$ cat src/acpr_pkg.sv
// shared constants, types and color helpers for the attribute cell pixel renderer
package acpr_pkg;

   localparam int SCREEN_DEPTH  = 16384;
   localparam int SCREEN_AW     = $clog2(SCREEN_DEPTH);
   localparam int PALETTE_DEPTH = 16;
   localparam int PALETTE_AW    = $clog2(PALETTE_DEPTH);
   localparam int RGB_W         = 24;
   localparam int CSR_INDEX_W   = 2;
   localparam int CSR_DATA_W    = 2;
   localparam int PIXELS_PER_CELL = 8;
   localparam int PIX_CNT_W     = $clog2(PIXELS_PER_CELL);

   // transaction modes
   localparam logic [1:0] MODE_WRITE_SCREEN  = 2'd0;
   localparam logic [1:0] MODE_RENDER        = 2'd1;
   localparam logic [1:0] MODE_WRITE_PALETTE = 2'd2;

   // attribute_view codes, anything above checker acts as synthetic bitmap
   localparam logic [1:0] VIEW_NORMAL  = 2'd0;
   localparam logic [1:0] VIEW_CHECKER = 2'd1;

   // register indexes
   localparam logic [CSR_INDEX_W-1:0] CSR_SCREEN_SWAP    = 2'd0;
   localparam logic [CSR_INDEX_W-1:0] CSR_ATTRIBUTE_VIEW = 2'd1;
   localparam logic [CSR_INDEX_W-1:0] CSR_FLASH_BLEND    = 2'd2;

   localparam logic [12:0] ATTR_BASE     = 13'h1800;
   localparam logic [7:0]  SYNTH_PATTERN = 8'h3C;

   localparam logic [RGB_W-1:0] RGB_BLACK      = 24'h000000;
   localparam logic [RGB_W-1:0] RGB_GREY_DARK  = 24'h404040;
   localparam logic [RGB_W-1:0] RGB_GREY_LIGHT = 24'hC0C0C0;
   localparam logic [RGB_W-1:0] RGB_WHITE      = 24'hFFFFFF;

   typedef struct packed {
      logic       flash_cell;   // attribute bit 7
      logic       flash_phase;
      logic [2:0] paper_color;  // attribute bits 5..3
      logic       checker_odd;  // line bit 3 xor column bit 0
   } cell_ctl_type;

   function automatic logic [RGB_W-1:0] avg_rgb(input logic [RGB_W-1:0] a,
                                                input logic [RGB_W-1:0] b);
      logic [8:0] r_sum;
      logic [8:0] g_sum;
      logic [8:0] b_sum;
      r_sum = {1'b0, a[23:16]} + {1'b0, b[23:16]};
      g_sum = {1'b0, a[15:8]} + {1'b0, b[15:8]};
      b_sum = {1'b0, a[7:0]} + {1'b0, b[7:0]};
      return {r_sum[8:1], g_sum[8:1], b_sum[8:1]};
   endfunction

endpackage

$ cat src/acpr_color_select.sv
// ink and paper color selection for one cell
module acpr_color_select import acpr_pkg::*; (
   input  logic [1:0]       attribute_view,
   input  logic             flash_blend,
   input  cell_ctl_type     ctl,
   input  logic [RGB_W-1:0] pal_ink,
   input  logic [RGB_W-1:0] pal_paper,
   output logic [RGB_W-1:0] ink_rgb,
   output logic [RGB_W-1:0] paper_rgb
);

   logic swap;

   assign swap = ctl.flash_cell && ctl.flash_phase;

   always_comb begin
      ink_rgb   = pal_ink;
      paper_rgb = pal_paper;
      case (attribute_view) inside
         VIEW_NORMAL: begin
            if (flash_blend) begin
               // pal_paper holds the non-bright entry of the paper color here
               ink_rgb   = (ctl.paper_color != 3'd0) ? avg_rgb(pal_ink, pal_paper) : pal_ink;
               paper_rgb = RGB_BLACK;
            end else if (swap) begin
               ink_rgb   = pal_paper;
               paper_rgb = pal_ink;
            end
         end
         VIEW_CHECKER: begin
            if (ctl.checker_odd) begin
               ink_rgb   = RGB_BLACK;
               paper_rgb = RGB_GREY_LIGHT;
            end else begin
               ink_rgb   = RGB_GREY_DARK;
               paper_rgb = RGB_WHITE;
            end
         end
         default: begin
            if (swap) begin
               ink_rgb   = pal_paper;
               paper_rgb = pal_ink;
            end
         end
      endcase
   end

endmodule

$ cat config.mk
export PLATFORM = sky130hd
export DESIGN_NAME = acpr_color_select
export DESIGN_NICKNAME = d
export VERILOG_FILES = /design/src/acpr_pkg.sv /design/src/acpr_color_select.sv
export SDC_FILE = /design/constraint.sdc
export NUM_CORES = 1
export LEC_CHECK = 0
export BUFFER_PORTS_ARGS = -buffer_cell sky130_fd_sc_hd__buf_2
export CAP_MARGIN = 15
export CORE_ASPECT_RATIO = 1.25
export CORE_MARGIN = 4
export CORE_UTILIZATION = 52
export DETAILED_ROUTE_END_ITERATION = 10
export GPL_ROUTABILITY_DRIVEN = 0
export MAX_ROUTING_LAYER = met4
export PLACE_DENSITY = 0.91
export SYNTH_ARGS = -nofsm -noshare
export SYNTH_HDL_FRONTEND = slang
export SYNTH_SLANG_ARGS = --single-unit
export TNS_END_PERCENT = 20
$ cat constraint.sdc
create_clock -name vclk -period 3.6
set_input_delay 0.72 -clock vclk [all_inputs]
set_output_delay 0.72 -clock vclk [all_outputs]
set_load 0.05 [all_outputs]
Word level (Yosys, flattened, before mapping)
Index checks and enable logic that the tools add are counted.
{"block": "classes", "muxes": 11, "n_eq_ne": 1, "n_bitwise": 0, "magnitude_cmp": 0, "reduce_logical": 3, "div_mod_pow": 0, "add_sub_neg": 3, "n_shift": 0, "n_mul": 0}
{"op": "$mux W24", "count": 9}
{"op": "$add A8 B8 Y9", "count": 3}
{"op": "$mux W23", "count": 1}
{"op": "$mux W22", "count": 1}
{"op": "$reduce_bool A3 Y1", "count": 1}
{"op": "$eq A2 B1 Y1 const B", "count": 1}
{"op": "$logic_not A2 Y1", "count": 1}
{"op": "$logic_and A1 B1 Y1", "count": 1}
{"block": "word_totals", "input_bits": 57, "latchBits": 0, "register_bits": 0, "elab_cells": 18, "mem_bits_rw": 0, "memories": 0, "romBits": 0, "out_inout_bits": 48}

Depth between registers and ports, before layout
{"block": "depth", "word_depth": 4, "ltp_mapped": 7, "ltp_nobuf": 7}

Worst setup path after synthesis
No wires, ideal clock.
{"block": "synth_timing", "path_kind": "input port to output port", "startpoint": "in pal_paper[0]", "endpoint": "out ink_rgb[3]", "path_slack_ns": 0.013, "n_path_buf": 0, "stages": 5, "arrival_time_ns": 2.867, "t_required_ns": 2.880, "cell_sequence": "and2_1 > fa_1 > a21o_1 > o21ba_2 > o31ai_1"}
{"block": "synth_between", "elab_chain_len": 4}
{"item": "start, declared", "line_no": "acpr_color_select.sv:7", "source": "input logic [RGB_W-1:0] pal_paper,"}
{"item": "$add A8 B8 Y9", "line_no": "acpr_pkg.sv:50", "source": "b_sum = {1'b0, a[7:0]} + {1'b0, b[7:0]};"}
{"item": "$mux W24", "line_no": "acpr_color_select.sv:23", "source": "ink_rgb = (ctl.paper_color != 3'd0) ? avg_rgb(pal_ink, pal_paper) : pal_ink;"}
{"item": "$mux W24", "line_no": "acpr_color_select.sv:21", "source": "if (flash_blend) begin"}
{"item": "$mux W24", "line_no": "acpr_color_select.sv:19", "source": "case (attribute_view) inside"}
{"item": "end, declared", "line_no": "acpr_color_select.sv:8", "source": "output logic [RGB_W-1:0] ink_rgb,"}
No other way between the ends.

Worst setup path after layout
{"block": "layout_timing", "startpoint": "in pal_ink[17]", "endpoint": "out ink_rgb[23]"}
{"block": "layout_between", "elab_chain_len": 4}
{"item": "start, declared", "line_no": "acpr_color_select.sv:6", "source": "input logic [RGB_W-1:0] pal_ink,"}
{"item": "$add A8 B8 Y9", "line_no": "acpr_pkg.sv:48", "source": "r_sum = {1'b0, a[23:16]} + {1'b0, b[23:16]};"}
{"item": "$mux W24", "line_no": "acpr_color_select.sv:23"}
{"item": "$mux W24", "line_no": "acpr_color_select.sv:21"}
{"item": "$mux W24", "line_no": "acpr_color_select.sv:19"}
No other way between the ends.

==> results by group <==
Global routing
  – Vias in the first global route: roughly 2400
  – Largest net degree at the start of global routing: 19
  – GRT Total Usage: a little over a quarter
  – First-pass GRT wire length: around 11 mm
  – Initial antenna violation count: 0
  – GR Overflow Total: 0

Critical path
  – CP endpoint kind: output port
  – CP startpoint kind: input pin
  – Crit Path Max Fanout: 5
  – CP arrival: about 2.6 ns
  – WP data required: roughly 2.9 ns
  – Type of the worst setup path: input pin to output port

Timing
  – Rel. slew slack: a little under three fifths
  – Final hold violations: 0
  – Post-layout minimum cycle time: roughly 3.3 ns
  – Min setup slack post-route: ~0.32 ns
  – Setup-failing EPs final: 0
  – Final Cycle Share: between 90% and 100%
  – Worst slew pin tran: between 0.6 and 0.7 ns
  – Fmax achieved: roughly 0.3 GHz
  – Unrepaired setup endpoints after global routing: false
  – TNS Setup: 0 ns
  – Max Slew Vio Count: 0

Cells and area
  – Most common cell after layout, fill and taps aside: buf_2
  – Clock buffers: 0
  – Commonest non-fill, non-tap cells in the layout: 105 x buf_2, 32 x mux2i_1, 31 x o21ai_0
  – Multi-input combinational cell area: approximately 1900 um^2
  – Area Overhead vs Synth: 26.2%
  – Layout cells sized above 1: ~42%
  – FFs & Latches: 0
  – Register area: 0 um^2
  – FILL cells: about 300
  – Layout Nets: 437
  – Antenna Cells: 0

Outcome
  – Outcome: complete, no violations

Synth
  – Mapped cell area: 1990 um^2
  – Seq/Total Area, Yosys: 0%
  – Cells after Synth: 256
  – Post-Syn Nets: 337
  – Post-Syn Area per Cell: around 8 um^2
  – YS warnings: 0
  – Synth cell types: between 50 and 60

Die
  – Row cnt: 24
  – Die height: between 70 and 80 um
  – Starting Density: a little under three fifths
  – # IOs: around 110
  – Full die area: just under 5000 um^2
  – Core ar.: 3570 um^2
  – Die Width: roughly 63 um

Clock tree
  – Setup Fix Bufs, Post-CTS: 0
  – Cts repair resizes: 0
  – CTS Hold Bufs: 0

Worst hold path
  – Worst hold path depth: 4
  – Hold crit path type: input pin to output port

Place
  – Final HPWL DP: 5.27 mm
  – Pre-CTS setup slack: 0.349 ns
  – PortBufs: 105

Drt
  – DR WL/cell: roughly 17 um
  – DR vias/cell: around 6.3
  – Residual DRC: 0
  – Drt total wl: ~6.7 mm
  – Via count: ~2500
  – DRT Pass-1 Iters: 5
  – Antenna Violating Nets Remaining: 0
  – First DRT Iteration DRCs: roughly 150

Power
  – VDD IR max: between 0.1 and 0.15 mV
  – Leakage power: between 0.001 and 0.0015 uW
  – PwrDens: between 200 and 250 nW/um^2

Flow run
  – Max Cap Viol: 0
metal layers:
metal  wire length, um  track usage [%]
met5                 0                -
met4               138             5.83
met3               463             1.46
met2              3420             47.3
met1              2640             32.1
stage by stage:
step	power, uW	instances	instance area [um^2]	utilization [%]	hold slack, ns
2_1_floorplan	452	256	1990	-	1.70
3_5_place_dp	601	393	2510	70.3	1.84
5_1_grt	649	393	2510	70.3	1.89
6_report	605	393	2510	70.3	1.84
3_3_place_gp	589	393	2510	70.3	1.84
4_1_cts	603	393	2510	70.3	1.84
worst paths after layout:
kind                     startpoint          end  slack (ns)
worst max-delay path    pal_ink[17]  ink_rgb[23]        0.32
worst min-delay path  pal_paper[19]  ink_rgb[19]        1.84
Yosys cell counts (4+ instances only):
master    count  area, um^2
nand2_1      17        63.8
a22oi_2       7        87.6
a21oi_1      15        75.1
o21ai_0      31         155
a221oi_1      5        43.8
inv_1         5        18.8
nor2b_1       4        25.0
mux2i_1      32         320
a21o_1        4        30.0
nor3_1        6        30.0
xnor2_1       4        35.0
buf_2         6        30.0
o31ai_1       5        37.5
nor2_1       11        41.3
o21ai_2       5        43.8
ha_1         21         263
o22ai_1       8        50.1
o21ai_1       5        25.0
xor2_1        5        43.8
final cells by class:
class	count	area share, %
inverters	6	0.897
multi-input cells	237	74.4
well taps	39	1.94
repair buffers	111	22.7
worst max-delay path, cell delays in order:
cell	delay [ns]
buf_2	0.12
inv_1	0.06
fa_1	0.43
nor2b_1	0.20
o31ai_1	0.14
a211oi_1	0.30
o21ai_0	0.12
a21oi_1	0.18
buf_2	0.29
kinds of logic after synthesis:
group,after synthesis,share of synthesized area (%)
AOI/OAI and AO/OA,113,41.6
xor gates and xnor gates,9,3.96
adders and majority gates,24,16.2
buffers and inverters,19,6.04
muxes,32,16.1
and+or+nand+nor,59,16.0
report_power, final:
group	internal (uW)	switching, uW
sequential	0	0
combinational	191	414
clock	0	0
total	191	414
Note: power is estimated with default switching activity, not from simulation.
