File: src/acpr_ram.sv
// generic ram, one write port and two registered read ports
module acpr_ram #(
   parameter int Depth = 16,
   parameter int Width = 8,
   localparam int AddrW = $clog2(Depth)
) (
   input  logic             clock,
   input  logic             wr_en,
   input  logic [AddrW-1:0] wr_addr,
   input  logic [Width-1:0] wr_data,
   input  logic             rd_en,
   input  logic [AddrW-1:0] rd_addr_a,
   input  logic [AddrW-1:0] rd_addr_b,
   output logic [Width-1:0] rd_data_a,
   output logic [Width-1:0] rd_data_b
);

   logic [Width-1:0] mem [Depth];

   always_ff @(posedge clock) begin
      if (wr_en) begin
         mem[wr_addr] <= wr_data;
      end
   end

   always_ff @(posedge clock) begin
      if (rd_en) begin
         rd_data_a <= mem[rd_addr_a];
         rd_data_b <= mem[rd_addr_b];
      end
   end

endmodule

File: config.mk
export PLATFORM = sky130hd
export DESIGN_NAME = acpr_ram
export DESIGN_NICKNAME = d
export VERILOG_FILES = /design/src/acpr_ram.sv
export SDC_FILE = /design/constraint.sdc
export NUM_CORES = 1
export LEC_CHECK = 0
export BUFFER_PORTS_ARGS = -buffer_cell sky130_fd_sc_hd__buf_4
export CAP_MARGIN = 10
export CORE_ASPECT_RATIO = 0.6
export CORE_MARGIN = 2
export CORE_UTILIZATION = 30
export CTS_BUF_LIST = sky130_fd_sc_hd__clkbuf_16
export DETAILED_ROUTE_END_ITERATION = 8
export PLACE_DENSITY = 0.49
export RECOVER_POWER = 100
export SLEW_MARGIN = 15
export SYNTH_ARGS = -nofsm -noshare
export SYNTH_HDL_FRONTEND = slang
export SYNTH_SLANG_ARGS = --single-unit
File: constraint.sdc
create_clock -name clock -period 2.1 [get_ports clock]
set_input_delay 0.105 -clock clock [delete_from_list [all_inputs] [get_ports clock]]
set_output_delay 0.105 -clock clock [all_outputs]
set_load 0.005 [all_outputs]
**Word level (Yosys, flattened, before mapping)**

Memories as Yosys holds them, arrays and structs flattened. A register that Yosys moved wholly into a read port is not among the register bits.
Cells that the tools add are included.

- Mux-type cells: 2

Operator list:

| cell | number |
|---|---|
| 1-bit 2-to-1 mux | 2 |

- Flip-flop bits (word level): 0
- Bits in writable memories: 128
- Bits of input ports: 23
- Output and inout port bits: 16
- Logic and storage cells: 3
- Memories: 1

Memories:

| memory | depth | bits a word | rd ports | clocked after Yosys merged registers in | wr ports | line | RTL |
|---|---|---|---|---|---|---|---|
| mem | 16 | 8 | 2 | 2 | 1 | 18 | `logic [Width-1:0] mem [Depth];` |

**Depth between registers and ports, before layout**

Gate-level depths: netlist (run 1).

- Depth after elaboration: 2
- Mapped depth: 5
- Mapped depth without buffers: 3

**Worst setup path after synthesis (run 1)**

OpenSTA, ideal clock, no wires.

- Kind: input port to flip-flop
- From: in wr_addr[2]
- To: mem mem[0][0], enable pin
- Setup time: 383 ps
- Arrival: 1215 ps
- Data required time: 1717 ps
- Setup slack: 502 ps
- Cell stages on the path: 2
- Path buffers: 0
- Path through: or3b_2 > nor3_1

RTL lines:

| item | line | RTL |
|---|---|---|
| start, declared | 9 | `input logic [AddrW-1:0] wr_addr,` |
| end, declared | 18 |  |

No word-level cell before the write port.

==> out/results.ini, run 1 <==
[outcome]
run_status = completed

[global_route]
grt_usage_pct = 15.90
grt_pass1_wl_mm = 25.19
grt_overflow = 0
grt_pass1_vias = 3624
grt_max_degree = 30
antenna_found_initial = 0

[logic_synthesis]
syn_area_sq_mm = 0.006506
syn-mean-instance-area_sq_um = 21.19
yosysSeqAreaShare_pct = 66.46
yosys.area.top_type = edfxtp_1
synthTopCellsByArea = edfxtp_1 (66%), mux4_2 (12%), mux4_1 (11%)
syn_inst = 307
synthArstFlopShare_pct = 0
ys.flop_type = edfxtp_1
synth_edf_count = 144
synth_seq_cells = 144
yosysMostFrequentCell = edfxtp_1
ys_warn_count = 0
yosysUniqueCellTypes = 19
synth_common_cells = edfxtp_1 (144), mux4_2 (34), a22oi_1 (32)
syn-num-nets = 330
synth_top_area_share_pct = 66.46

[pwr]
power.density_mw_per_mm2 = 895.9
worst_ir_drop_vdd_mv = 0.5359
p_leak_nw = 2.563

[worst_setup_path]
cp_data_arrival_time_ns = 1.75
rr_endpoint = rd_data_a[0]
worst_ep_required_time_ns = 2.26
cp-start-kind = flip-flop
cp_max_fo = 2
reg2reg_depth = 3
ff2ff_setup_slack_ns = 0.51
reg2reg_from = mem[3][0]
critPathKind = reg -> reg
worst_setup_path_end_kind = flip-flop

[detailed_routing]
wl_per_cell_um = 26.26
drt_iter0_markers = 310
drc = 0
drt-total-wl_mm = 17.54
vias = 3548
drtAntennaViolNets = 0
via_per_inst = 5.311
first_pass_iters = 5

[timing]
final.period_utilization_pct = 75.75
setup_viol = 0
hold_ws_ns = 0.2584
maxSlewViolCount = 0
finalHoldViolations = 0
slew-limit-headroom_pct = 14.91
tns_ns = 0
min_period_ns = 1.591
fmax_ghz = 0.6286
final.setup_skew_ns = 0.005678
worst_slew_pin_slew_ns = 1.276
rsz0062_at_grt = no

[floorplan]
die_x_um = 194.1
design.core.area_sq_mm = 0.02114
initial_utilization_pct = 30.78
ios = 39
die_h_um = 118.1
dieArea_sq_mm = 0.02292
rows = 41

[clocking]
cts-root-buf = clkbuf_16
cts_hold_buf = 4
cts_resized = 0
cts_sinks = 144
cts_tree = yes
cts_made_buffers = 17
post-cts-setup-buffer-count = 0
insertion_delay_ns = 0.41
clk_path_buf_depth = 2
h-tree-depth = 4
clkTransAtPathRegs_ns = 0.06

[placed_design]
placed_area_sq_mm = 0.007216
finalWeightedCongestion = 0.7608
place_inst = 632
io_buffers = 38
hpwl_mm = 11.15

[worst_hold_path]
whs_endpoint = mem[8][6]
holdCritPathClass = in -> reg
min_from = wr_data[6]
whs_path_depth = 1

[final_layout]
fillerInstances = 2012
fin_nets = 399
syn_to_final_growth_pct = 19.42
fin_area_sq_mm = 0.007770
regArea_sq_mm = 0.004324
n_antenna_cell = 0
multi_input_area_sq_mm = 0.002009
layout-drive-gt1-share_pct = 26.99
fin_cells = 668

[run]
maxCapViolations = 0

[stage by stage]
step           setup WS (ns)  util [%]  power [mW]
3_5_place_dp          0.3676     34.14       3.876
6_report              0.5093     36.76       6.961
4_1_cts               0.4875     37.26       7.037
2_1_floorplan         0.5021         -       3.627
3_3_place_gp          0.3737     34.14       3.872
5_1_grt               0.4426     36.76       7.204
[cells by family after synthesis]
kind of cell | after synthesis | share of synthesized area, %
compound gates | 32 | 3.692
buf+inv | 20 | 2.654
flops | 144 | 66.46
mux | 64 | 23.85
simple gates | 47 | 3.346
[registers in the layout (all words and copies together) (netlist names)]
register and count:
rd_data_a 8, mem 128, rd_data_b 8
[power breakdown]
part           switching, mW  internal, mW  total (mW)
clock network           1.18          1.98        3.16
registers             0.0330          3.26        3.29
logic                  0.275         0.238       0.512
[layout by cell type, fill, tap and decap left out]
cell type      count
clkbuf_1          28
inv_1              1
nand2b_1           2
clkinvlp_4         4
clkbuf_4          15
inv_6              1
nand3_1            1
and2b_1            2
and2_1             2
buf_4             20
nor2b_1            2
bufinv_16          4
clkinv_4           2
nor3_1             4
mux4_4             2
mux4_1            28
nand3b_1           2
a22oi_1           32
nand2_1           17
buf_12             3
clkinv_2           2
dlygate4sd3_1      4
clkinv_1           1
nor2_1            14
edfxtp_1         144
mux4_2            34
clkbuf_16         17
or3b_2             1
[worst max-delay path by stage]
stage               slack [ns]          from  depth (start not counted)      endpoint
floorplan                 0.50    wr_addr[2]                          2     mem[0][0]
global placement          0.37  rd_addr_b[0]                          5  rd_data_b[4]
detailed placement        0.37  rd_addr_b[0]                          5  rd_data_b[4]
CTS                       0.49     mem[3][0]                          3  rd_data_a[0]
global route              0.44     mem[3][0]                          3  rd_data_a[0]
finish                    0.51     mem[3][0]                          3  rd_data_a[0]
[layer usage]
| layer | GRT usage [%] | share of wire (%) | wire length (um) |
|---|---|---|---|
| met2 | 21.33 | 42 | 7336 |
| met4 | 4.025 | 0.70 | 122 |
| met1 | 25.49 | 50 | 8710 |
| met3 | 3.610 | 7.8 | 1373 |
| met5 | 0 | 0 | 0 |
[area by class of cell]
cell class,instances,share of cell area [%]
Tap cell,279,4.493
Sequential cell,144,55.65
Multi-Input combinational cell,143,25.86
Timing Repair Buffer,70,6.023
Clock buffer,17,5.475
Clock inverter,15,2.496
[critical path, cell delays in order (launching register included)]
cell and delay (ns):
edfxtp_1 0.38, mux4_4 0.62, a22oi_1 0.26, nand2_1 0.08
(Power assumes the default switching activity.)
==> run 2, diff against run 1 <==
clock period = 1.7 ns   (was 2.1 ns; I/O delays follow)
==> run 2 against run 1 <==
Final cell count is 0.75% higher. Clock skew is 0.0012 ns higher. Worst setup slack worse by 0.38 ns. Design area is 0.64% higher. Hold slack better by 0.034 ns. Clock power is 14% higher. Maximum frequency is 1.5% higher. Critical path depth stayed put.
==> out/results.ini, run 2 (synthesized netlist as in run 1, its figures left out) <==
[floorplan]
initial_utilization_pct = 30.78  ; unchanged
design.core.area_sq_mm = 0.02114  ; unchanged
dieArea_sq_mm = 0.02292  ; unchanged
rows = 41  ; unchanged
die_x_um = 194.1  ; unchanged
ios = 39  ; unchanged
die_h_um = 118.1  ; unchanged

[worst_setup_path]
cp_data_arrival_time_ns = 1.73  ; was 1.75 ns
worst_setup_path_end_kind = flip-flop  ; unchanged
critical_path.startpoint = mem[10][1]  ; was mem[3][0]
worst_ep_required_time_ns = 1.86  ; was 2.26 ns
critPathTopFamily = multiplexers  ; unchanged
cp_max_fo = 2  ; unchanged
critPathKind = reg -> reg  ; unchanged
max_stage_delay_ns = 0.54  ; was 0.62 ns
critical_path_buf_inv_count = 0  ; unchanged
path_cells = mux4_1, a22oi_1, nand2_1  ; was mux4_4, a22oi_1, nand2_1
cp-start-kind = flip-flop  ; unchanged
critPathSlowestCell = mux4_1  ; was mux4_4
reg2reg_from = mem[10][1]  ; was mem[3][0]

[final_layout]
layout-drive-gt1-share_pct = 27.16  ; was 26.99%
n_antenna_cell = 0  ; unchanged
fillerInstances = 1973  ; was 2012
fin_nets = 404  ; was 399
regArea_sq_mm = 0.004324  ; unchanged
largest_reg_flops = 128  ; unchanged
syn_to_final_growth_pct = 20.19  ; was 19.42%
fin_cells = 673  ; was 668
final_common_cell = edfxtp_1  ; unchanged
final_cell_mix = edfxtp_1 (144), mux4_2 (34), a22oi_1 (32), mux4_1 (28), clkbuf_1 (27)  ; was edfxtp_1 (144), mux4_2 (34), a22oi_1 (32), mux4_1 (28), clkbuf_1 (28)
multi_input_area_sq_mm = 0.002009  ; unchanged
top_register = mem  ; unchanged
largestRegisters = mem x128, rd_data_a x8, rd_data_b x8  ; unchanged

[clocking]
cts_sinks = 144  ; unchanged
cts_made_buffers = 17  ; unchanged
cts_resized = 0  ; unchanged
cts-root-buf = clkbuf_16  ; unchanged
clkTransAtPathRegs_ns = 0.06  ; about the same
cts_tree = yes  ; unchanged
insertion_delay_ns = 0.42  ; was 0.41 ns
clk_path_buf_depth = 2  ; unchanged
h-tree-depth = 4  ; unchanged

[timing]
slew-limit-headroom_pct = 5.403  ; was 14.91%
fmax_ghz = 0.6379  ; was 0.6286 GHz
final.period_utilization_pct = 92.22  ; was 75.75%
rsz0062_at_grt = no  ; unchanged
setup_viol = 0  ; unchanged
maxSlewViolCount = 0  ; unchanged
worst_slew_pin_slew_ns = 1.419  ; was 1.276 ns
min_period_ns = 1.568  ; was 1.591 ns
tns_ns = 0  ; unchanged
final.setup_skew_ns = 0.006910  ; was 0.005678 ns
finalHoldViolations = 0  ; unchanged
hold_ws_ns = 0.2922  ; was 0.2584 ns

[placed_design]
place_inst = 633  ; was 632
io_buffers = 38  ; unchanged
finalWeightedCongestion = 0.7360  ; was 0.7608
hpwl_mm = 11.67  ; was 11.15 mm

[global_route]
antenna_found_initial = 0  ; unchanged
grt_pass1_wl_mm = 25.96  ; was 25.19 mm
grt_max_degree = 17  ; was 30
grt_overflow = 0  ; unchanged
grt_pass1_vias = 3703  ; was 3624
grt_usage_pct = 16.25  ; was 15.90%

[detailed_routing]
wl_per_cell_um = 26.90  ; was 26.26 um
via_per_inst = 5.300  ; was 5.311
vias = 3567  ; was 3548
drt-total-wl_mm = 18.10  ; was 17.54 mm
first_pass_iters = 5  ; unchanged
drt_iter0_markers = 321  ; was 310
drtAntennaViolNets = 0  ; unchanged
drc = 0  ; unchanged

[pwr]
p_leak_nw = 2.601  ; was 2.563 nW
power.density_mw_per_mm2 = 1067  ; was 895.9 mW/mm^2
worst_ir_drop_vdd_mv = 0.7305  ; was 0.5359 mV

[worst_hold_path]
holdCritPathClass = in -> reg  ; unchanged
min_from = rd_addr_b[1]  ; was wr_data[6]

[outcome]
run_status = completed  ; unchanged

[run]
maxCapViolations = 0  ; unchanged

run 2: where the power goes:
group          switching (mW)  internal, mW
combinational           0.354         0.314
sequential             0.0391          4.02
clock                    1.46          2.15
run 2: area by class of cell:
cell class	instances	share of cell area (%)
Clock inverter	15	1.856
Multi-Input combinational cell	143	25.70
Clock buffer	17	5.440
Timing Repair Buffer	75	7.248
Tap cell	279	4.464
Sequential cell	144	55.30
run 2: path summary, 6_finish.rpt:
path	cells past startpoint	slack, ns	to
max	3	0.13	rd_data_a[1]
min	4	0.29	rd_data_b[7]
max reg2reg	3	0.13	rd_data_a[1]
min reg2reg	3	0.78	rd_data_a[6]
run 2: routing by layer:
| layer | up-vias | GRT usage, % | routed length, um |
|---|---|---|---|
| met5 | - | 0 | 0 |
| met4 | 0 | 4.214 | 174 |
| li1 | 1503 | - | - |
| met3 | 17 | 4.384 | 1261 |
| met1 | 1910 | 24.67 | 9002 |
| met2 | 137 | 22.84 | 7661 |
run 2: per-stage QoR:
stage | power (mW) | util [%] | instance area [sq um] | setup WS, ns
2_1_floorplan | 4.480 | - | 6506 | 0.1221
5_1_grt | 8.628 | 37.00 | 7820 | 0.07128
3_5_place_dp | 4.814 | 34.59 | 7311 | 0.03312
6_report | 8.343 | 37.00 | 7820 | 0.1323
4_1_cts | 8.453 | 37.67 | 7961 | 0.1291
3_3_place_gp | 4.807 | 34.59 | 7311 | 0.001743
run 2: timing repair:
item,4_1_cts,5_1_grt
buffers inserted,0,0
hold buffers,8,0
hold endpoints to repair,125,0
run 2: worst reg2reg max path: stages, from the launching register on:
cell	delay (ns)
edfxtp_1	0.38
mux4_1	0.54
a22oi_1	0.30
nand2_1	0.09
