## src/acpr_pkg.sv

```systemverilog
// shared constants, types and color helpers for the attribute cell pixel renderer
package acpr_pkg;

   localparam int SCREEN_DEPTH  = 16384;
   localparam int SCREEN_AW     = $clog2(SCREEN_DEPTH);
   localparam int PALETTE_DEPTH = 16;
   localparam int PALETTE_AW    = $clog2(PALETTE_DEPTH);
   localparam int RGB_W         = 24;
   localparam int CSR_INDEX_W   = 2;
   localparam int CSR_DATA_W    = 2;
   localparam int PIXELS_PER_CELL = 8;
   localparam int PIX_CNT_W     = $clog2(PIXELS_PER_CELL);

   // transaction modes
   localparam logic [1:0] MODE_WRITE_SCREEN  = 2'd0;
   localparam logic [1:0] MODE_RENDER        = 2'd1;
   localparam logic [1:0] MODE_WRITE_PALETTE = 2'd2;

   // attribute_view codes, anything above checker acts as synthetic bitmap
   localparam logic [1:0] VIEW_NORMAL  = 2'd0;
   localparam logic [1:0] VIEW_CHECKER = 2'd1;

   // register indexes
   localparam logic [CSR_INDEX_W-1:0] CSR_SCREEN_SWAP    = 2'd0;
   localparam logic [CSR_INDEX_W-1:0] CSR_ATTRIBUTE_VIEW = 2'd1;
   localparam logic [CSR_INDEX_W-1:0] CSR_FLASH_BLEND    = 2'd2;

   localparam logic [12:0] ATTR_BASE     = 13'h1800;
   localparam logic [7:0]  SYNTH_PATTERN = 8'h3C;

   localparam logic [RGB_W-1:0] RGB_BLACK      = 24'h000000;
   localparam logic [RGB_W-1:0] RGB_GREY_DARK  = 24'h404040;
   localparam logic [RGB_W-1:0] RGB_GREY_LIGHT = 24'hC0C0C0;
   localparam logic [RGB_W-1:0] RGB_WHITE      = 24'hFFFFFF;

   typedef struct packed {
      logic       flash_cell;   // attribute bit 7
      logic       flash_phase;
      logic [2:0] paper_color;  // attribute bits 5..3
      logic       checker_odd;  // line bit 3 xor column bit 0
   } cell_ctl_type;

   function automatic logic [RGB_W-1:0] avg_rgb(input logic [RGB_W-1:0] a,
                                                input logic [RGB_W-1:0] b);
      logic [8:0] r_sum;
      logic [8:0] g_sum;
      logic [8:0] b_sum;
      r_sum = {1'b0, a[23:16]} + {1'b0, b[23:16]};
      g_sum = {1'b0, a[15:8]} + {1'b0, b[15:8]};
      b_sum = {1'b0, a[7:0]} + {1'b0, b[7:0]};
      return {r_sum[8:1], g_sum[8:1], b_sum[8:1]};
   endfunction

endpackage

```

## src/acpr_if.sv

```systemverilog


interface acpr_rsp_if;
   logic       valid;
   logic       ready;
   logic [7:0] red;
   logic [7:0] green;
   logic [7:0] blue;
   logic       last;

   modport source (output valid, red, green, blue, last, input ready);
   modport sink (input valid, red, green, blue, last, output ready);
endinterface

```

## src/acpr_pixel_out.sv

```systemverilog
// pixel serializer, shifts one cell out at one pixel per transaction
module acpr_pixel_out import acpr_pkg::*; (
   input  logic             clock,
   input  logic             reset,
   input  logic             load,
   input  logic [7:0]       bitmap,
   input  logic [RGB_W-1:0] ink_rgb,
   input  logic [RGB_W-1:0] paper_rgb,
   output logic             can_load,
   acpr_rsp_if.source       rsp_chan
);

   logic                 valid_ff;
   logic [PIX_CNT_W-1:0] count_ff;
   logic [7:0]           shift_ff;
   logic [RGB_W-1:0]     ink_ff;
   logic [RGB_W-1:0]     paper_ff;
   logic [RGB_W-1:0]     pixel;
   logic                 last;
   logic                 fire;

   assign last     = (count_ff == PIX_CNT_W'(PIXELS_PER_CELL - 1));
   assign fire     = valid_ff && rsp_chan.ready;
   assign can_load = !valid_ff || (rsp_chan.ready && last);
   assign pixel    = shift_ff[7] ? ink_ff : paper_ff;

   assign rsp_chan.valid = valid_ff;
   assign rsp_chan.red   = pixel[23:16];
   assign rsp_chan.green = pixel[15:8];
   assign rsp_chan.blue  = pixel[7:0];
   assign rsp_chan.last  = last;

   always_ff @(posedge clock) begin
      if (reset) begin
         valid_ff <= 1'b0;
         count_ff <= '0;
      end else if (load) begin
         valid_ff <= 1'b1;
         count_ff <= '0;
      end else if (fire) begin
         if (last) begin
            valid_ff <= 1'b0;
         end
         count_ff <= count_ff + 1'b1;
      end
   end

   always_ff @(posedge clock) begin
      if (load) begin
         shift_ff <= bitmap;
         ink_ff   <= ink_rgb;
         paper_ff <= paper_rgb;
      end else if (fire) begin
         shift_ff <= {shift_ff[6:0], 1'b0};
      end
   end

   a_count_only_when_busy: assert property (@(posedge clock) disable iff (reset)
      (count_ff != '0) |-> valid_ff)
      else $error("pixel count advanced with no cell in flight");

endmodule

```

## src/flat_wrapper.sv

```systemverilog
// flat-port wrapper written by rule: the top's interface ports become plain ports
module acpr_pixel_out_flat import acpr_pkg::*;
  (clock, reset, load, bitmap, ink_rgb, paper_rgb, can_load, rsp_chan_valid, rsp_chan_red, rsp_chan_green, rsp_chan_blue, rsp_chan_last, rsp_chan_ready);
  acpr_rsp_if rsp_chan_i ();
  input  logic clock;
  input  logic reset;
  input  logic load;
  input  logic [7:0] bitmap;
  input  logic [RGB_W-1:0] ink_rgb;
  input  logic [RGB_W-1:0] paper_rgb;
  output logic can_load;
  output wire logic [$bits(rsp_chan_i.valid)-1:0] rsp_chan_valid;
  output wire logic [$bits(rsp_chan_i.red)-1:0] rsp_chan_red;
  output wire logic [$bits(rsp_chan_i.green)-1:0] rsp_chan_green;
  output wire logic [$bits(rsp_chan_i.blue)-1:0] rsp_chan_blue;
  output wire logic [$bits(rsp_chan_i.last)-1:0] rsp_chan_last;
  input wire logic [$bits(rsp_chan_i.ready)-1:0] rsp_chan_ready;
  assign rsp_chan_valid = rsp_chan_i.valid;
  assign rsp_chan_red = rsp_chan_i.red;
  assign rsp_chan_green = rsp_chan_i.green;
  assign rsp_chan_blue = rsp_chan_i.blue;
  assign rsp_chan_last = rsp_chan_i.last;
  assign rsp_chan_i.ready = rsp_chan_ready;
  acpr_pixel_out u_core (.clock(clock), .reset(reset), .load(load), .bitmap(bitmap), .ink_rgb(ink_rgb), .paper_rgb(paper_rgb), .can_load(can_load), .rsp_chan(rsp_chan_i));
endmodule
```

## config.mk

```make
export PLATFORM = sky130hd
export DESIGN_NAME = acpr_pixel_out_flat
export DESIGN_NICKNAME = d
export VERILOG_FILES = /design/src/acpr_pkg.sv /design/src/acpr_if.sv /design/src/acpr_pixel_out.sv /design/src/flat_wrapper.sv
export SDC_FILE = /design/constraint.sdc
export NUM_CORES = 1
export LEC_CHECK = 0
export BUFFER_PORTS_ARGS = -buffer_cell sky130_fd_sc_hd__buf_2
export CELL_PAD_IN_SITES_DETAIL_PLACEMENT = 0
export CELL_PAD_IN_SITES_GLOBAL_PLACEMENT = 1
export CORE_MARGIN = 4
export CORE_UTILIZATION = 40
export DETAILED_ROUTE_END_ITERATION = 6
export PLACE_DENSITY_LB_ADDON = 0.2
export SLEW_MARGIN = 20
export SYNTH_ARGS = -nofsm -noshare
export SYNTH_HDL_FRONTEND = slang
export SYNTH_SLANG_ARGS = --single-unit
```

## constraint.sdc

```tcl
create_clock -name clock -period 1.6 [get_ports clock]
set_input_delay 0.32 -clock clock [delete_from_list [all_inputs] [get_ports clock]]
set_output_delay 0.32 -clock clock [all_outputs]
set_load 0.01 [all_outputs]
```

Word-level counts from Yosys, hierarchy flattened
Index checks and enable logic that the tools add are counted.
- register bits: 60
- bits of input ports: 60
- output and inout port bits: 27
- word-level logic and storage cells: 21
- $add $sub $neg: 1
- eq/ne operators: 1
- multiplexer cells: 6
- reductions and logical operators: 8
- operators with widths (operator ; number):
    2-to-1 mux 24 bit ; 1
    2-to-1 mux 8 bit ; 2
    nonzero test 2 bit ; 2
    adder 3 x 1 -> 3 bit, second input constant ; 1
    == test 3 bit, second input constant ; 1
    2-to-1 mux 1 bit ; 3
    logical AND 1 bit ; 2
    AND reduction 2 bit ; 1
    OR reduction 2 bit ; 1
    zero test 1 bit ; 1
    logical OR 1 bit ; 1

Longest topological paths before layout
Gate-level depths: netlist of run 1.
- word-level depth: 4
- gate-level depth with buffers: 4

Worst setup path after synthesis of run 1
No wires, ideal clock.
- path kind: flip-flop to output port
- start point: reg u_core.shift_ff[7]
- end point: out rsp_chan_blue[0]
- arrival time: 949 ps
- data required time: 1280 ps
- path slack: 331 ps
- stages on the path, launching flop included: 4
- buffers on the path: 2
- path through: edfxtp_1 -> buf_6 -> buf_12 -> mux2_4
- cells in the longest elaborated chain, start to end: 1
- RTL lines (element ; RTL line ; source):
    start: declaration ; acpr_pixel_out.sv:15 ; logic [7:0] shift_ff;
    start signal: assignment ; acpr_pixel_out.sv:50 ; shift_ff <= bitmap;
    start signal: assignment ; acpr_pixel_out.sv:54 ; shift_ff <= {shift_ff[6:0], 1'b0};
    2-to-1 mux 24 bit ; acpr_pixel_out.sv:25 ; assign pixel = shift_ff[7] ? ink_ff : paper_ff;
    end: declaration ; flat_wrapper.sv:15 ; output wire logic [$bits(rsp_chan_i.blue)-1:0] rsp_chan_blue;
Every way passes these cells.

Worst setup path in the final report of run 1
- start point: reg u_core.shift_ff[7]
- end point: out rsp_chan_blue[6]
The elaborated chain is that of the path after synthesis.

==> impl_metrics.ini, run 1 <==
[run_status]
outcome = finished, violations left
violations = negative setup slack

[setup_path]
crit_fanout = 17
regToRegSetupSlack_ns = 0.39
endpoint_kind = primary output
worstPathRequired_ns = 1.28
reg2reg_depth = 2
critPathArrivalTime_ns = 1.40
critPathKind = reg -> out
cp-start-kind = flip-flop

[floorplan]
fp.coreArea_um2 = 5640
die_width_um = 85.2
die_h_um = 85.2
num_rows = 27
start_util_pct = 42.2
io-pin-count = 87
die_area_um2 = 7260

[pwr]
p_total_uw = 3660
p_per_area_nw_per_um2 = 1120
leakagePower_uw = 0.00138
ir_drop_uv = 490

[yosys]
yosys.area.top_type = edfxtp_1
ys.flop_type = edfxtp_1
netlist_area_um2 = 2380
netlist_instances = 115
yosys.area.top_type_share_pct = 70.6
postSynthAreaPerCell_um2 = 20.7
ys_seq_area_share_pct = 73.9
synthTopCellsByCount = 56 x edfxtp_1, 20 x mux2_4, 11 x mux2_2
ys_types = 17
ys_seq_elements = 60
synth_nets = 177
synth.area.top_cells = edfxtp_1 71%, mux2_4 13%, mux2_2 5.2%, dfxtp_1 3.4%, a21bo_2 1.7%
yosysMostFrequentCell = edfxtp_1
synth_edf_count = 56
synthArstFlopShare_pct = 0
yosysWarnings = 0

[grt]
grt_max_degree = 35
grtUsageTotal_pct = 12.5
grt_pass1_vias = 1469
globalRouteMet2Util_pct = 22.5
use_met1_pct = 12.4
grt-ovfl-total = 0
grt_pass1_wl_mm = 6.73
use_met3_pct = 3.69
grt-busiest-layer = met2
antenna_found_initial = 0

[sta]
slew_headroom_pct = 72.8
fmax_mhz = 580
period_share_pct = 108
finalMaxSlewViolations = 0
finClkSkew_ns = 0.00483
hold-worst-slack_ns = 0.162
tightestPinTransition_ns = 0.407
worst_slack_ns = -0.124
hold_viol = 0
final-setup-viol-count = 24
period_needed_ns = 1.72
grt_setup_unrepaired = true
fin_tns_setup_ns = -2.66

[clocking]
root_buffer = clkbuf_8
insertion_delay_ns = 0.32
postCtsHoldBufs = 0
cts.sinks = 60
cts_tree = done
cts_made_buffers = 9
clock_path_buffers = 2
cts-htree-levels = 3
clkTransAtPathRegs_ns = 0.06

[place]
dp_hpwl_mm = 3.16
dpl.cell_count = 271
portBuffers = 86
dpl_worst_slack_ns = 0.204
gp_congestion = 0.706

[layout]
final_nets = 274
multi_input_area_um2 = 587
area_delta_synth_final_pct = 37.2
n_antenna_cell = 0
instances_no_fill = 289
regArea_um2 = 1760
fill_cells = 457
drive_gt1_share_pct = 66.8

[drt]
drt_iter0_drc = 25
drc = 0
drt-total-wl_mm = 4.29
ant_nets = 0
via_per_inst = 4.56
avgRoutedWirePerCell_um = 14.8
vias = 1319
drtPass1Iterations = 4

[min_path]
min_path_cells = 2
hold_class = in -> reg

[flow_run]
cap_violations = 0
worst paths after layout:
path / from / endpoint
hold / removal: reset / u_core.rsp_chan.valid
hold reg to reg: u_core.shift_ff[2] / u_core.shift_ff[3]
setup reg to reg: u_core.rsp_chan.valid / u_core.shift_ff[5]
setup / recovery: u_core.shift_ff[7] / rsp_chan_blue[6]
repair_timing:
item                                    CTS  global route
pin swaps                                 1             0
setup buffers                             1             1
resized for setup                        24            11
endpoints found under the setup margin   25            25
cells in the final DEF (no fill, tap or decap), types with 3 or more instances in the layout:
cell | netlist | routed
edfxtp_1 | 56 | 56
mux2_2 | 11 | 7
a21oi_1 | 4 | 4
buf_6 | 1 | 25
buf_4 | 2 | 4
clkbuf_8 | 0 | 9
a21bo_2 | 4 | 4
mux2_4 | 20 | 24
buf_2 | 1 | 62
clkinv_2 | 0 | 3
stage by stage:
step / util (%) / instance area, um^2
after floorplan: - / 2380
after global placement: 51.0 / 2880
after detailed placement: 51.0 / 2880
after CTS: 56.8 / 3210
after global routing: 58.0 / 3270
final: 58.0 / 3270
state kept, by name, indices dropped and copies added (netlist names):
name and count:
u_core.count_ff 3, u_core.ink_ff 24, u_core.paper_ff 24, u_core.rsp_chan.valid 1, u_core.shift_ff 8
cell families (layout without fill, tap and decap cells):
| family | after synthesis | count (layout) | share of synthesized area (%) |
|---|---|---|---|
| muxes | 31 | 31 | 17.8 |
| adders and majority gates | 2 | 2 | 1.05 |
| buffers and inverters | 7 | 109 | 3.15 |
| AOI/OAI and AO/OA | 8 | 8 | 2.52 |
| DFF | 60 | 60 | 73.9 |
| and+or+nand+nor | 7 | 7 | 1.58 |
critical path: stages, from the launching register on:
cell and delay [ns]:
edfxtp_1 0.45, buf_12 0.20, mux2_4 0.31, buf_6 0.12
layer usage:
layer	wire (um)	share of wire (%)
met1	1500	35
met2	2430	57
met3	287	6.7
met4	77	1.8
met5	0	0
area by class of cell:
cell class / count / area share, %
sequential: 60 / 53.9
timing repair buffer: 92 / 19.6
multi-input combinational: 48 / 17.9
clock buffer: 11 / 4.02
tap: 72 / 2.75
clock inverter: 5 / 1.61
inverter: 1 / 0.115
power by group:
| group | internal, uW | total, uW | switching [uW] |
|---|---|---|---|
| clock | 711 | 1240 | 529 |
| sequential | 1850 | 1890 | 38.2 |
| combinational | 334 | 529 | 195 |
No activity file was read; power rests on OpenSTA's default activity.
==> run 2, diff against run 1 <==
Settings changed: CORE_ASPECT_RATIO set to 1.75, CTS_BUF_LIST set to sky130_fd_sc_hd__clkbuf_16, TNS_END_PERCENT set to 5.
==> run 2 against run 1 <==
Net effect:
- the flow still finishes with violations (negative setup slack)
- fmax fell by 0.15%
- clock power rose by 29%
- via count rose by 0.68%
- register-to-register slack improved by 0.04 ns
- setup slack got worse by 0.0026 ns
- die area rose by 0.66%
- clock-buffer cell count fell by 2
==> impl_metrics.ini, run 2 (synthesis gave the netlist of run 1 again) <==
[clocking]
clkTransAtPathRegs_ns = 0.05
cts.sinks = 60
cts-htree-levels = 3
cts_tree = done
cts_made_buffers = 9
clock_path_buffers = 2
insertion_delay_ns = 0.32
root_buffer = clkbuf_16
post_cts_buffers = 0

[sta]
hold_viol = 0
period_share_pct = 108
hold-worst-slack_ns = 0.170
finalMaxSlewViolations = 0
period_needed_ns = 1.73
finClkSkew_ns = 0.00320
slew_headroom_pct = 78.2
final-setup-viol-count = 24
fin_tns_setup_ns = -2.19
grt_setup_unrepaired = true
tightestPinTransition_ns = 0.326
worst_slack_ns = -0.126
fmax_mhz = 579

[floorplan]
io-pin-count = 87
fp.coreArea_um2 = 5830
die_width_um = 66.4
die_h_um = 110
num_rows = 37
die_area_um2 = 7310
start_util_pct = 40.9

[layout]
reg_top3 = u_core.ink_ff x24, u_core.paper_ff x24, u_core.shift_ff x8
instances_no_fill = 292
layout_commonest_cell = buf_2
drive_gt1_share_pct = 65.4
final_nets = 272
area_delta_synth_final_pct = 37.8
n_antenna_cell = 0
regArea_um2 = 1760
final_cell_mix = 66 x buf_2, 56 x edfxtp_1, 20 x mux2_4, 20 x buf_6, 11 x mux2_2
final_util_pct = 56.3
multi_input_area_um2 = 572
fill_cells = 498

[grt]
grt-ovfl-total = 0
grt_max_degree = 25
grtUsageTotal_pct = 13.1
grt_pass1_vias = 1477
grt_pass1_wl_mm = 6.72
antenna_found_initial = 0

[setup_path]
endpoint_kind = primary output
cp-start-kind = flip-flop
worstPathRequired_ns = 1.28
critPathArrivalTime_ns = 1.41
regToRegSetupSlack_ns = 0.43
crit_fanout = 24
rr_startpoint = u_core.rsp_chan.valid
r2r-end = u_core.shift_ff[7]
reg2reg_depth = 2
critPathKind = reg -> out

[place]
gp_congestion = 0.727
dp_hpwl_mm = 3.35
dpl.cell_count = 277
portBuffers = 86

[drt]
drc = 0
via_per_inst = 4.55
ant_nets = 0
vias = 1328
drt-total-wl_mm = 4.51
avgRoutedWirePerCell_um = 15.5
drt_iter0_drc = 62
drtPass1Iterations = 4

[min_path]
hold_class = in -> reg
hold_start = reset
min_path_cells = 2
worstHoldEndpoint = u_core.rsp_chan.valid

[pwr]
p_per_area_nw_per_um2 = 1220
leakagePower_uw = 0.00138
ir_drop_uv = 565
p_total_uw = 4000

[run_status]
outcome = finished, violations left
violations = negative setup slack

[flow_run]
cap_violations = 0
-- run 2: worst max path at each step --
| stage | end | depth (start not counted) | start | slack (ns) |
|---|---|---|---|---|
| 2_1_floorplan | rsp_chan_blue[0] | 3 | u_core.shift_ff[7] | 0.33 |
| 3_3_place_gp | rsp_chan_red[1] | 3 | u_core.shift_ff[7] | 0.22 |
| 3_5_place_dp | rsp_chan_red[7] | 3 | u_core.shift_ff[7] | 0.20 |
| 4_1_cts | rsp_chan_red[7] | 3 | u_core.shift_ff[7] | -0.15 |
| 5_1_grt | rsp_chan_red[1] | 3 | u_core.shift_ff[7] | -0.18 |
| 6_report | rsp_chan_red[5] | 3 | u_core.shift_ff[7] | -0.13 |
-- run 2: cell type report --
cell class	count	area share, %
clock buffers	9	6.85
clock inverters	6	0.762
inverters	1	0.114
multi-input cells	48	17.4
flip-flops and latches	60	53.7
well taps	78	2.97
repair buffers	90	18.2
-- run 2: stage by stage --
step / area [um^2] / setup WS, ns
after floorplan: 2380 / 0.331
after global placement: 2880 / 0.216
after detailed placement: 2880 / 0.200
after CTS: 3290 / -0.149
after global routing: 3290 / -0.183
final: 3290 / -0.126
-- run 2: what timing repair did --
item | 4_1_cts | 5_1_grt
hold buffers | 0 | 0
gates cloned | 0 | 0
gates resized for setup | 26 | 0
pin swaps | 1 | 0
setup endpoints to repair | 25 | 25
-- run 2: metal layers --
layer	wire length, um	GRT usage, %	up-vias	share of wire (%)
met5	0	0	-	0
met3	453	6.80	10	10
met4	136	7.70	0	3.0
met1	1420	11.5	626	31
li1	-	-	633	-
met2	2500	23.0	59	55
-- run 2: worst max-delay path: stages, from the launching register on --
cell and delay (ns):
edfxtp_1 0.37, buf_12 0.22, mux2_2 0.36, buf_2 0.14
-- run 2: power breakdown --
group | switching, uW | internal, uW | total (uW) | leakage (uW)
combinational | 193 | 308 | 501 | 0.000668
clock | 595 | 1010 | 1600 | 0.000133
sequential | 37.8 | 1860 | 1890 | 0.000583
==> run 3, diff against run 2 <==
Settings changed: CORE_UTILIZATION 40 to 36.
Clock period 1.6 ns to 1.5 ns, I/O delays scaled along.
==> run 3 against run 2 <==
Net effect:
- the flow still finishes with violations (negative setup slack)
- sequential cell count stayed put
- non-clock buffer count is 4 higher
- clock skew hardly changed
- combinational power is 18% higher
- power is 7.2% higher
- clock power is 4% higher
- via count is 2.0% higher
==> impl_metrics.ini, run 3 (synthesis gave the netlist of run 1 again) <==
[floorplan]
die_h_um = 116
io-pin-count = 87
start_util_pct = 36.7
fp.coreArea_um2 = 6490
die_width_um = 69.5
die_area_um2 = 8040
num_rows = 39

[layout]
fill_cells = 566
final_cell_mix = 63 x buf_2, 56 x edfxtp_1, 25 x buf_6
drive_gt1_share_pct = 64.8
regArea_um2 = 1760
n_antenna_cell = 0
multi_input_area_um2 = 572
area_delta_synth_final_pct = 41.9
fin_area_um2 = 3380
layout_commonest_cell = buf_2
reg_top3 = u_core.ink_ff x24, u_core.paper_ff x24, u_core.shift_ff x8
final_nets = 276

[setup_path]
critPathKind = reg -> out
worstPathRequired_ns = 1.20
worst_path_max_delay_cell = edfxtp_1
critPathTopFamily = buffers and inverters
endpoint_kind = primary output
crit_buf_inv = 3
cp_cell_sequence = buf_6 -> clkbuf_16 -> mux2_4 -> buf_6
cpMostUsedCell = buf_6
critPathMaxStageDelay_ns = 0.37
critPathArrivalTime_ns = 1.43
crit_fanout = 6
cp-start-kind = flip-flop

[drt]
drt_iter0_drc = 68
drt-total-wl_mm = 4.75
via_per_inst = 4.50
drc = 0
drtPass1Iterations = 3
avgRoutedWirePerCell_um = 15.8
ant_nets = 0
vias = 1354

[place]
dpl_worst_slack_ns = 0.0940
dp_hpwl_mm = 3.37
gp_congestion = 0.765
dpl-instance-area_um2 = 2890
portBuffers = 86

[run_status]
violations = negative setup slack
outcome = finished, violations left

[pwr]
leakagePower_uw = 0.00144
p_per_area_nw_per_um2 = 1270
ir_drop_uv = 622
p_total_uw = 4280

[sta]
final-setup-viol-count = 25
finalMaxSlewViolations = 0
period_needed_ns = 1.73
finClkSkew_ns = 0.00278
slew_headroom_pct = 75.4
grt_setup_unrepaired = true
worst_slack_ns = -0.231
fmax_mhz = 578
period_share_pct = 115
hold_viol = 0
tightestPinTransition_ns = 0.369

[clocking]
root_buffer = clkbuf_16
cts_tree = done
cts-htree-levels = 3
cts.sinks = 60
insertion_delay_ns = 0.31
clock_path_buffers = 2
cts_made_buffers = 9
clkTransAtPathRegs_ns = 0.05

[grt]
antenna_found_initial = 0
grt_max_degree = 31
grt-ovfl-total = 0
grtUsageTotal_pct = 12.4
grt_pass1_vias = 1480
grt_pass1_wl_mm = 7.30

[flow_run]
cap_violations = 0

[min_path]
hold_class = in -> reg
==> run 3: repair_timing <==
action / in CTS / in global routing
resized for setup: 26 / 4
cloned: 0 / 3
pin swaps: 1 / 0
setup endpoints to repair: 25 / 25
hold buffers: 0 / 0
setup buffers: 0 / 1
==> run 3: through the flow <==
stage	TNS, ns	std cells	util, %	hold slack [ns]
3_5_place_dp	0	281	44.5	0.477
4_1_cts	-5.00	297	50.7	0.137
5_1_grt	-5.86	301	52.1	0.147
2_1_floorplan	0	115	-	0.369
3_3_place_gp	0	281	44.5	0.470
6_report	-4.98	301	52.1	0.155
==> run 3: path summary, 6_finish.rpt <==
| kind | startpoint | endpoint | slack [ns] | cells past startpoint |
|---|---|---|---|---|
| max | u_core.shift_ff[7] | rsp_chan_blue[1] | -0.23 | 4 |
| min | reset | u_core.rsp_chan.valid | 0.16 | 2 |
| max reg2reg | u_core.rsp_chan.valid | u_core.shift_ff[1] | 0.32 | 2 |
| min reg2reg | u_core.shift_ff[6] | u_core.shift_ff[7] | 0.55 | 1 |
==> run 3: cell type report <==
cell class              count  area share [%]
flip-flops and latches     60            52.1
repair buffers             94            20.4
multi-input cells          48            16.9
clock buffers               9            6.66
well taps                  82            3.03
clock inverters             7           0.777
inverters                   1           0.111
==> run 3: where the power goes <==
| part | total (uW) | switching [uW] | internal [uW] |
|---|---|---|---|
| logic | 590 | 221 | 369 |
| clock network | 1670 | 606 | 1070 |
| registers | 2020 | 38.4 | 1980 |
==> run 3: metal layers <==
metal	part of all wire (%)	vias to the layer above	global-route usage, %
li1	-	646	-
met1	36	633	12.9
met2	54	64	21.2
met4	2.4	0	7.82
met5	0	-	0
met3	7.0	11	4.43
